===== src/design/adk_pkg.sv =====
`timescale 1ns / 1ps
// adk_pkg: shared types and constants for the escape key decoder
// no dependencies; used by every design file except adk_if

package adk_pkg;

	localparam int unsigned MaxEvents    = 4;
	localparam int unsigned FifoDepthDef = 4;
	localparam int unsigned AddrWidth    = 5;
	localparam int unsigned DataWidth    = 32;

	localparam logic [7:0] ESC_BYTE    = 8'd27;
	localparam logic [7:0] CH_LBRACKET = 8'h5B;
	localparam logic [7:0] CH_O        = 8'h4F;
	localparam logic [7:0] CH_TILDE    = 8'h7E;
	localparam logic [7:0] CH_ARROW_LO = 8'd65;
	localparam logic [7:0] CH_ARROW_HI = 8'd68;
	localparam logic [7:0] CH_DIG_2    = 8'd50;
	localparam logic [7:0] CH_DIG_3    = 8'd51;
	localparam logic [7:0] CH_DIG_5    = 8'd53;
	localparam logic [7:0] CH_DIG_6    = 8'd54;
	localparam logic [7:0] CH_FKEY_LO  = 8'd80;
	localparam logic [7:0] CH_FKEY_HI  = 8'd83;
	localparam logic [7:0] CH_HOME     = 8'd72;
	localparam logic [7:0] CH_END      = 8'd70;

	localparam logic [7:0] RST_ESC_CODE   = 8'd27;
	localparam logic [7:0] RST_ENTER_CODE = 8'd13;
	localparam logic [7:0] RST_TAB_CODE   = 8'd9;
	localparam logic [7:0] RST_BS_CODE    = 8'd8;

	typedef enum logic [2:0] {
		REG_ENABLE   = 3'd0,
		REG_ESC_CODE = 3'd1,
		REG_ENTER    = 3'd2,
		REG_TAB      = 3'd3,
		REG_BS       = 3'd4
	} reg_idx_t;

	localparam logic CMD_BYTE    = 1'b0;
	localparam logic CMD_TIMEOUT = 1'b1;

	typedef enum logic [2:0] {
		ST_GROUND = 3'd0,
		ST_ESC    = 3'd1,
		ST_BR     = 3'd2,
		ST_O      = 3'd3,
		ST_TILDE  = 3'd4
	} parse_state_t;

	typedef struct packed {
		logic       enable;
		logic [7:0] esc_code;
		logic [7:0] enter_code;
		logic [7:0] tab_code;
		logic [7:0] bs_code;
	} cfg_t;

	typedef struct packed {
		logic [7:0] code;
		logic       special;
	} key_ev_t;

	typedef struct packed {
		logic [2:0]                    cnt;
		key_ev_t [MaxEvents-1:0]       ev;
	} job_t;

endpackage


===== src/design/adk_if.sv =====
`timescale 1ns / 1ps
// key_in_if and key_out_if: valid/ready channels for input and result transactions
// no dependencies

interface key_in_if;
	logic       valid;
	logic       ready;
	logic       cmd;
	logic [7:0] key_byte;

	modport source (output valid, output cmd, output key_byte, input ready);
	modport sink (input valid, input cmd, input key_byte, output ready);
endinterface

interface key_out_if;
	logic       valid;
	logic       ready;
	logic [7:0] key_code;
	logic       special;
	logic       last;

	modport source (output valid, output key_code, output special, output last, input ready);
	modport sink (input valid, input key_code, input special, input last, output ready);
endinterface


===== src/design/adk_regs.sv =====
`timescale 1ns / 1ps
// adk_regs: apb configuration registers of the escape key decoder
// depends on adk_pkg

module adk_regs (
	input  logic                               clk,
	input  logic                               arst_n,
	input  logic                               psel,
	input  logic                               penable,
	input  logic                               pwrite,
	input  logic [adk_pkg::AddrWidth-1:0]      paddr,
	input  logic [adk_pkg::DataWidth-1:0]      pwdata,
	output logic [adk_pkg::DataWidth-1:0]      prdata,
	output logic                               pready,
	output adk_pkg::cfg_t                      cfg
);
	import adk_pkg::*;

	cfg_t     cfg_q;
	reg_idx_t idx;
	logic     wr_en;

	assign idx    = reg_idx_t'(paddr[4:2]);
	assign wr_en  = psel && penable && pwrite;
	assign pready = 1'b1;
	assign cfg    = cfg_q;

	always_ff @(posedge clk or negedge arst_n) begin
		if (!arst_n) begin
			cfg_q.enable     <= 1'b0;
			cfg_q.esc_code   <= RST_ESC_CODE;
			cfg_q.enter_code <= RST_ENTER_CODE;
			cfg_q.tab_code   <= RST_TAB_CODE;
			cfg_q.bs_code    <= RST_BS_CODE;
		end else if (wr_en) begin
			case (idx)
				REG_ENABLE:   cfg_q.enable     <= pwdata[0];
				REG_ESC_CODE: cfg_q.esc_code   <= pwdata[7:0];
				REG_ENTER:    cfg_q.enter_code <= pwdata[7:0];
				REG_TAB:      cfg_q.tab_code   <= pwdata[7:0];
				REG_BS:       cfg_q.bs_code    <= pwdata[7:0];
				default: ;
			endcase
		end
	end

	always_comb begin
		prdata = '0;
		case (idx)
			REG_ENABLE:   prdata[0]   = cfg_q.enable;
			REG_ESC_CODE: prdata[7:0] = cfg_q.esc_code;
			REG_ENTER:    prdata[7:0] = cfg_q.enter_code;
			REG_TAB:      prdata[7:0] = cfg_q.tab_code;
			REG_BS:       prdata[7:0] = cfg_q.bs_code;
			default:      prdata      = '0;
		endcase
	end

endmodule


===== src/design/adk_front.sv =====
`timescale 1ns / 1ps
// adk_front: sequence parser; turns each input transaction into at most one job of key events
// depends on adk_pkg and key_in_if

module adk_front (
	input  logic          clk,
	input  logic          arst_n,
	key_in_if.sink        key_in,
	input  adk_pkg::cfg_t cfg,
	input  logic          full,
	output logic          push,
	output adk_pkg::job_t job
);
	import adk_pkg::*;

	parse_state_t state_q, state_d;
	logic [7:0]   digit_q, digit_d;

	logic         accept;
	logic [7:0]   c;
	key_ev_t [2:0] ab_ev;
	logic [1:0]   n_ab;
	key_ev_t      g_ev;
	logic         do_ab, do_gnd;
	logic [1:0]   pos;

	assign key_in.ready = !full;
	assign accept       = key_in.valid && !full;
	assign c            = key_in.key_byte;

	// replay list for a broken-off sequence
	always_comb begin
		ab_ev = '0;
		n_ab  = 2'd0;
		case (state_q)
			ST_ESC: begin
				ab_ev[0] = '{code: cfg.esc_code, special: 1'b1};
				n_ab     = 2'd1;
			end
			ST_BR: begin
				ab_ev[0] = '{code: cfg.esc_code, special: 1'b1};
				ab_ev[1] = '{code: CH_LBRACKET, special: 1'b0};
				n_ab     = 2'd2;
			end
			ST_O: begin
				ab_ev[0] = '{code: cfg.esc_code, special: 1'b1};
				ab_ev[1] = '{code: CH_O, special: 1'b0};
				n_ab     = 2'd2;
			end
			ST_TILDE: begin
				ab_ev[0] = '{code: cfg.esc_code, special: 1'b1};
				ab_ev[1] = '{code: CH_LBRACKET, special: 1'b0};
				ab_ev[2] = '{code: digit_q, special: 1'b0};
				n_ab     = 2'd3;
			end
			default: begin
				ab_ev = '0;
				n_ab  = 2'd0;
			end
		endcase
	end

	assign g_ev.code    = c;
	assign g_ev.special = (c == cfg.enter_code) || (c == cfg.tab_code) || (c == cfg.bs_code);

	always_comb begin
		state_d = state_q;
		digit_d = digit_q;
		job     = '0;
		do_ab   = 1'b0;
		do_gnd  = 1'b0;
		pos     = 2'd0;
		if (cfg.enable) begin
			if (key_in.cmd == CMD_TIMEOUT) begin
				do_ab   = 1'b1;
				state_d = ST_GROUND;
			end else begin
				case (state_q)
					ST_ESC: begin
						if (c == CH_LBRACKET) begin
							state_d = ST_BR;
						end else if (c == CH_O) begin
							state_d = ST_O;
						end else begin
							do_ab  = 1'b1;
							do_gnd = 1'b1;
						end
					end
					ST_BR: begin
						if (c inside {[CH_ARROW_LO:CH_ARROW_HI]}) begin
							job.ev[0] = '{code: c, special: 1'b1};
							job.cnt   = 3'd1;
							state_d   = ST_GROUND;
						end else if (c inside {CH_DIG_2, CH_DIG_3, CH_DIG_5, CH_DIG_6}) begin
							digit_d = c;
							state_d = ST_TILDE;
						end else begin
							do_ab  = 1'b1;
							do_gnd = 1'b1;
						end
					end
					ST_O: begin
						if (c inside {[CH_FKEY_LO:CH_FKEY_HI], CH_HOME, CH_END}) begin
							job.ev[0] = '{code: c, special: 1'b1};
							job.cnt   = 3'd1;
							state_d   = ST_GROUND;
						end else begin
							do_ab  = 1'b1;
							do_gnd = 1'b1;
						end
					end
					ST_TILDE: begin
						if (c == CH_TILDE) begin
							job.ev[0] = '{code: digit_q, special: 1'b1};
							job.cnt   = 3'd1;
							state_d   = ST_GROUND;
						end else begin
							do_ab  = 1'b1;
							do_gnd = 1'b1;
						end
					end
					default: begin
						do_gnd = 1'b1;
					end
				endcase
			end
			if (do_ab) begin
				job.ev[2:0] = ab_ev;
				job.cnt     = {1'b0, n_ab};
				pos         = n_ab;
				state_d     = ST_GROUND;
			end
			if (do_gnd) begin
				if (c == ESC_BYTE) begin
					state_d = ST_ESC;
				end else begin
					state_d     = ST_GROUND;
					job.ev[pos] = g_ev;
					job.cnt     = {1'b0, pos} + 3'd1;
				end
			end
		end
	end

	assign push = accept && (job.cnt != 3'd0);

	always_ff @(posedge clk or negedge arst_n) begin
		if (!arst_n) begin
			state_q <= ST_GROUND;
			digit_q <= '0;
		end else if (accept) begin
			state_q <= state_d;
			digit_q <= digit_d;
		end
	end

endmodule


===== src/design/adk_fifo.sv =====
`timescale 1ns / 1ps
// adk_fifo: short job queue between parser and event emitter
// depends on adk_pkg

module adk_fifo #(
	parameter int unsigned Depth = adk_pkg::FifoDepthDef
) (
	input  logic          clk,
	input  logic          arst_n,
	input  logic          push,
	input  adk_pkg::job_t wr_job,
	output logic          full,
	input  logic          pop,
	output logic          empty,
	output adk_pkg::job_t rd_job
);
	import adk_pkg::*;

	localparam int unsigned PtrW = (Depth > 1) ? $clog2(Depth) : 1;
	localparam int unsigned CntW = $clog2(Depth + 1);

	job_t            mem_q [Depth];
	logic [PtrW-1:0] wr_ptr_q, rd_ptr_q;
	logic [CntW-1:0] cnt_q;
	logic            do_push, do_pop;

	assign full    = cnt_q == CntW'(Depth);
	assign empty   = cnt_q == '0;
	assign do_push = push && !full;
	assign do_pop  = pop && !empty;
	assign rd_job  = mem_q[rd_ptr_q];

	always_ff @(posedge clk) begin
		if (do_push) begin
			mem_q[wr_ptr_q] <= wr_job;
		end
	end

	always_ff @(posedge clk or negedge arst_n) begin
		if (!arst_n) begin
			wr_ptr_q <= '0;
			rd_ptr_q <= '0;
			cnt_q    <= '0;
		end else begin
			if (do_push) begin
				wr_ptr_q <= (wr_ptr_q == PtrW'(Depth - 1)) ? '0 : wr_ptr_q + 1'b1;
			end
			if (do_pop) begin
				rd_ptr_q <= (rd_ptr_q == PtrW'(Depth - 1)) ? '0 : rd_ptr_q + 1'b1;
			end
			case ({do_push, do_pop})
				2'b10:   cnt_q <= cnt_q + 1'b1;
				2'b01:   cnt_q <= cnt_q - 1'b1;
				default: cnt_q <= cnt_q;
			endcase
		end
	end

endmodule


===== src/design/adk_back.sv =====
`timescale 1ns / 1ps
// adk_back: emits the key events of the head job one per cycle while key_out.ready is high
// depends on adk_pkg and key_out_if

module adk_back (
	input  logic          clk,
	input  logic          arst_n,
	input  logic          empty,
	input  adk_pkg::job_t head,
	output logic          pop,
	key_out_if.source     key_out
);
	import adk_pkg::*;

	logic [1:0] idx_q;
	logic       is_last;
	logic       fire;
	key_ev_t    cur;

	assign cur              = head.ev[idx_q];
	assign is_last          = ({1'b0, idx_q} + 3'd1) == head.cnt;
	assign key_out.valid    = !empty;
	assign key_out.key_code = cur.code;
	assign key_out.special  = cur.special;
	assign key_out.last     = is_last;
	assign fire             = key_out.valid && key_out.ready;
	assign pop              = fire && is_last;

	always_ff @(posedge clk or negedge arst_n) begin
		if (!arst_n) begin
			idx_q <= '0;
		end else if (fire) begin
			idx_q <= is_last ? 2'd0 : idx_q + 2'd1;
		end
	end

endmodule


===== src/design/ansi_escape_key_decoder.sv =====
`timescale 1ns / 1ps
// ansi_escape_key_decoder: top level; parser, job queue, event emitter, apb registers
// depends on adk_pkg, key_in_if, key_out_if and the adk_* modules
//
// channel   dir  handshake      payload
// key_in    in   valid/ready    cmd, key_byte
// key_out   out  valid/ready    key_code, special, last
// apb       in   psel/penable   paddr, pwdata -> prdata
//
// one input transaction per cycle enters the parser while the job queue has room
// each job gives 1 to 4 result transactions, one per cycle while key_out.ready is high, from the head of the queue
// inputs that give no result put nothing in the queue
// a stalled output fills the queue, then key_in.ready drops
// reset: parser in ground state, queue empty, registers at their defaults

module ansi_escape_key_decoder #(
	parameter int unsigned FifoDepth = adk_pkg::FifoDepthDef
) (
	input  logic                           clk,
	input  logic                           arst_n,
	key_in_if.sink                         key_in,
	key_out_if.source                      key_out,
	input  logic                           psel,
	input  logic                           penable,
	input  logic                           pwrite,
	input  logic [adk_pkg::AddrWidth-1:0]  paddr,
	input  logic [adk_pkg::DataWidth-1:0]  pwdata,
	output logic [adk_pkg::DataWidth-1:0]  prdata,
	output logic                           pready
);
	import adk_pkg::*;

	cfg_t cfg;
	job_t wr_job, rd_job;
	logic push, pop, full, empty;

	adk_regs u_regs (
		.clk     (clk),
		.arst_n  (arst_n),
		.psel    (psel),
		.penable (penable),
		.pwrite  (pwrite),
		.paddr   (paddr),
		.pwdata  (pwdata),
		.prdata  (prdata),
		.pready  (pready),
		.cfg     (cfg)
	);

	adk_front u_front (
		.clk    (clk),
		.arst_n (arst_n),
		.key_in (key_in),
		.cfg    (cfg),
		.full   (full),
		.push   (push),
		.job    (wr_job)
	);

	adk_fifo #(
		.Depth (FifoDepth)
	) u_fifo (
		.clk    (clk),
		.arst_n (arst_n),
		.push   (push),
		.wr_job (wr_job),
		.full   (full),
		.pop    (pop),
		.empty  (empty),
		.rd_job (rd_job)
	);

	adk_back u_back (
		.clk     (clk),
		.arst_n  (arst_n),
		.empty   (empty),
		.head    (rd_job),
		.pop     (pop),
		.key_out (key_out)
	);

endmodule


===== src/flat_wrapper.sv =====
// flat-port wrapper written by rule: the top's interface ports become plain ports
module ansi_escape_key_decoder_flat import adk_pkg::*;
#(
	parameter int unsigned FifoDepth = adk_pkg::FifoDepthDef
)
  (clk, arst_n, psel, penable, pwrite, paddr, pwdata, prdata, pready, key_in_valid, key_in_cmd, key_in_key_byte, key_in_ready, key_out_valid, key_out_key_code, key_out_special, key_out_last, key_out_ready);
  key_in_if key_in_i ();
  key_out_if key_out_i ();
  input  logic clk;
  input  logic arst_n;
  input  logic psel;
  input  logic penable;
  input  logic pwrite;
  input  logic [adk_pkg::AddrWidth-1:0] paddr;
  input  logic [adk_pkg::DataWidth-1:0] pwdata;
  output logic [adk_pkg::DataWidth-1:0] prdata;
  output logic pready;
  input wire logic [$bits(key_in_i.valid)-1:0] key_in_valid;
  input wire logic [$bits(key_in_i.cmd)-1:0] key_in_cmd;
  input wire logic [$bits(key_in_i.key_byte)-1:0] key_in_key_byte;
  output wire logic [$bits(key_in_i.ready)-1:0] key_in_ready;
  output wire logic [$bits(key_out_i.valid)-1:0] key_out_valid;
  output wire logic [$bits(key_out_i.key_code)-1:0] key_out_key_code;
  output wire logic [$bits(key_out_i.special)-1:0] key_out_special;
  output wire logic [$bits(key_out_i.last)-1:0] key_out_last;
  input wire logic [$bits(key_out_i.ready)-1:0] key_out_ready;
  assign key_in_i.valid = key_in_valid;
  assign key_in_i.cmd = key_in_cmd;
  assign key_in_i.key_byte = key_in_key_byte;
  assign key_in_ready = key_in_i.ready;
  assign key_out_valid = key_out_i.valid;
  assign key_out_key_code = key_out_i.key_code;
  assign key_out_special = key_out_i.special;
  assign key_out_last = key_out_i.last;
  assign key_out_i.ready = key_out_ready;
  ansi_escape_key_decoder #(.FifoDepth(FifoDepth)) u_core (.clk(clk), .arst_n(arst_n), .key_in(key_in_i), .key_out(key_out_i), .psel(psel), .penable(penable), .pwrite(pwrite), .paddr(paddr), .pwdata(pwdata), .prdata(prdata), .pready(pready));
endmodule

===== config.mk =====
export PLATFORM = sky130hd
export DESIGN_NAME = ansi_escape_key_decoder_flat
export DESIGN_NICKNAME = d
export VERILOG_FILES = /design/src/design/adk_pkg.sv /design/src/design/adk_if.sv /design/src/design/adk_regs.sv /design/src/design/adk_front.sv /design/src/design/adk_fifo.sv /design/src/design/adk_back.sv /design/src/design/ansi_escape_key_decoder.sv /design/src/flat_wrapper.sv
export SDC_FILE = /design/constraint.sdc
export NUM_CORES = 1
export LEC_CHECK = 0
export BUFFER_PORTS_ARGS = -buffer_cell sky130_fd_sc_hd__buf_2
export CAP_MARGIN = 30
export CORE_AREA = 2 2 205 207
export CTS_CLUSTER_DIAMETER = 100
export DETAILED_ROUTE_END_ITERATION = 6
export DIE_AREA = 0 0 207 209
export MAX_ROUTING_LAYER = met4
export PLACE_DENSITY = 0.38
export SETUP_SLACK_MARGIN = 0.5
export SLEW_MARGIN = 20
export SYNTH_ARGS = -nofsm -noshare
export SYNTH_HDL_FRONTEND = slang
export SYNTH_HIERARCHICAL = 1
export SYNTH_SLANG_ARGS = --single-unit

===== constraint.sdc =====
create_clock -name clk -period 5.3 [get_ports clk]
set_clock_uncertainty 0.1 [all_clocks]
set_input_delay 0.795 -clock clk [delete_from_list [all_inputs] [get_ports clk]]
set_output_delay 0.795 -clock clk [all_outputs]
set_load 0.01 [all_outputs]

==> results.cfg <==
[drt]
wl_per_cell_um = 19.8
dr.first_iter.drc_count = 372
drcViolationCount = 0
dr.pass1.iters = 6
wl_um = 25300
num_vias = 5819
via_per_inst = 4.55
antenna_left = 0

[cts]
cts_hold_buf = 0
insertion_delay_ps = 530
cts_resized = 0
htree_levels = 1
post_cts_buffers = 0
cts_root_buf = clkbuf_16
clockBufferDepth = 3
cts_tree = done
clk_pin_slew_ps = 60
clkSinkCount = 209
cts_buffers = 25

[critical_path]
critical_path.slowest_cell = dfrtp_1
worstPathArrival_ps = 4680
crit_path_cell_trace = nor3b_4 -> o31a_1 -> a31oi_2 -> o211ai_1 -> nor2_2 -> nor3_1 -> ha_1 -> nor2_1 -> a311o_1 -> o31ai_1 -> and2_4 -> inv_1 -> ha_1 -> inv_1 -> fa_1 -> xor2_1 -> nor2_1 -> xor2_1
startpoint_type = register
worst_path_largest_cell_delay_ps = 550
crit_fanout = 10
end_kind = register
crit_type = register to register
critPathRequiredTime_ps = 5650
ff2ff_path_depth = 18

[synth]
yosys_warnings = 6
netlist_area_um2 = 10200
yosysUniqueCellTypes = 73
synth_edf_count = 156
synth-seq-cells = 209
synth_top_flop_cell = edfxtp_1
synthCells = 670
avgSynthCellArea_um2 = 15.2
ys_async_sr_fraction_pct = 25.4
ys_seq_area_share_pct = 59.1

[grt]
antenna_found_initial = 0
grt_use_total_pct = 12.1
use_met3_pct = 1.59
grtUsageMet2_pct = 20.4
grt_max_degree = 54
gr-total-overflow = 0
first_global_vias = 6334
grt_pass1_wl_um = 39100
busiest_layer = met2
use_met1_pct = 15.4

[status]
outcome = completed

[sta]
hold_viol = 0
finalSetupTns_ps = 0
slew_headroom_pct = 43.8
finalWorstPathRequiredPeriod_ps = 4330
holdWs_ps = 306
setup_violations = 0
fmax_mhz = 231
period_share_pct = 81.7
worst_pin_slew_ps = 837
rsz0062_at_grt = false
finalMaxSlewViolations = 0

[cells_and_area]
synthToLayoutAreaGrowth_pct = 15.4
drive_above_1_share_pct = 31.3
final_nets = 786
final_cells = 1278
utilization_pct = 28.5
diodes = 0

[power_and_ir_drop]
leakagePower_nw = 4.27
power_density_nw_per_um2 = 427
peakVddDrop_uv = 204
power_mw = 5.03

[min_path]
min_path_type = input port to asynchronous set/reset pin

[placement]
place.gp.congestion = 0.817
dp_hpwl_um = 17200
dpl.cell_count = 1233
io_buffer_count = 46

[floorplan]
start_util_pct = 24.7
rows = 75
chipHeight_um = 209
die_w_um = 207
core_um2 = 41300
die-area_um2 = 43300
pin_count = 98

[flow_run]
maxCapViolCount = 0
logic make-up (layout without fill, tap and decap cells):
family | Yosys count | count (layout) | synth area share (%)
AND/OR/NAND/NOR | 148 | 148 | 8.54
AO/OA/AOI/OAI | 69 | 69 | 5.20
buffers and inverters | 83 | 129 | 4.91
flip-flops | 209 | 209 | 59.1
other | 2 | 25 | 0.0737
XOR/XNOR | 38 | 38 | 3.27
adder cells (fa/ha/maj) | 12 | 12 | 1.55
multiplexers | 109 | 109 | 17.4
worst paths after layout:
kind	slack, ps	from	endpoint
max in group asynchronous	4260	arst_n	u_core/u_fifo/rd_ptr_q[0]
min in group clk	410	u_core/u_fifo/cnt_q[2]	u_core/u_fifo/cnt_q[2]
worst min-delay path	310	arst_n	u_core/u_regs/cfg[7]
worst min register to register	410	u_core/u_fifo/cnt_q[2]	u_core/u_fifo/cnt_q[2]
worst max-delay path	970	u_core/u_front/state_q[2]	u_core/u_fifo/cnt_q[2]
worst max register to register	970	u_core/u_front/state_q[2]	u_core/u_fifo/cnt_q[2]
sequential cells by signal, summed over array words and instances, names as in the netlist:
signal                  cells
u_core/u_regs/cfg          33
u_core/u_fifo/rd_ptr_q      2
u_core/u_back/idx_q         2
u_core/u_front/digit_q      8
u_core/u_fifo/mem_q       156
u_core/u_fifo/cnt_q         3
u_core/u_fifo/wr_ptr_q      2
u_core/u_front/state_q      3
Yosys cell counts, types with 10 or more instances:
cell type	number	area, um^2
mux4_2	44	991
mux2i_1	16	160
nor3_1	17	85.1
nor2_1	28	105
xor2_1	14	123
dfstp_2	10	263
nand2_1	31	116
ha_1	11	138
edfxtp_1	156	4680
xnor2_1	24	210
mux2_2	43	484
o22ai_1	11	68.8
dfrtp_1	43	1080
buf_4	35	263
nand4_1	15	93.8
o21ai_0	10	50.1
inv_1	24	90.1
metrics by stage:
stage	area, um^2	setup WS [ps]
floorplan	10300	1060
global placement	10900	598
detailed placement	10900	546
CTS	11800	983
global route	11800	585
finish	11800	969
power breakdown:
group / internal (mW) / switching [mW] / total, mW
clock network: 1.06 / 0.663 / 1.72
logic: 0.627 / 0.605 / 1.23
registers: 1.90 / 0.175 / 2.08
total: 3.58 / 1.44 / 5.03
routing by layer:
layer | up-vias | share of wire (%) | wire length (um)
met5 | - | 0 | 0
met4 | 0 | 2.1 | 531
met3 | 32 | 3.3 | 827
met2 | 131 | 50 | 12600
met1 | 3022 | 45 | 11400
li1 | 2634 | - | -
cells in the final DEF (no fill, tap or decap), types with 10 or more instances in the layout:
master and n:
nand4_1 15, dfstp_2 10, mux4_2 44, buf_2 46
xnor2_1 24, edfxtp_1 156, inv_1 24, dfrtp_1 42
clkbuf_16 25, o21ai_0 10, ha_1 11, o22ai_1 11
nor3_1 17, conb_1 25, nand2_1 31, mux2i_1 16
buf_4 10, xor2_1 14, nor2_1 28, mux2_2 43
final cells by class:
class,count,area [um^2]
tap,539,674
multi-input combinational,401,3760
inverter,24,90.1
timing repair buffer,60,385
clock inverter,12,149
fill,4211,29500
sequential,209,6020
clock buffer,33,686
worst max-delay path, delay by kind of cell (launching register included):
kind / cells / cell delay [ps]
buffers and inverters: 2 / 120
AOI/OAI and AO/OA: 5 / 780
and+or+nand+nor: 6 / 1500
adders and majority gates: 3 / 870
xor gates and xnor gates: 2 / 310
DFF: 1 / 550
(Power assumes the default switching activity.)
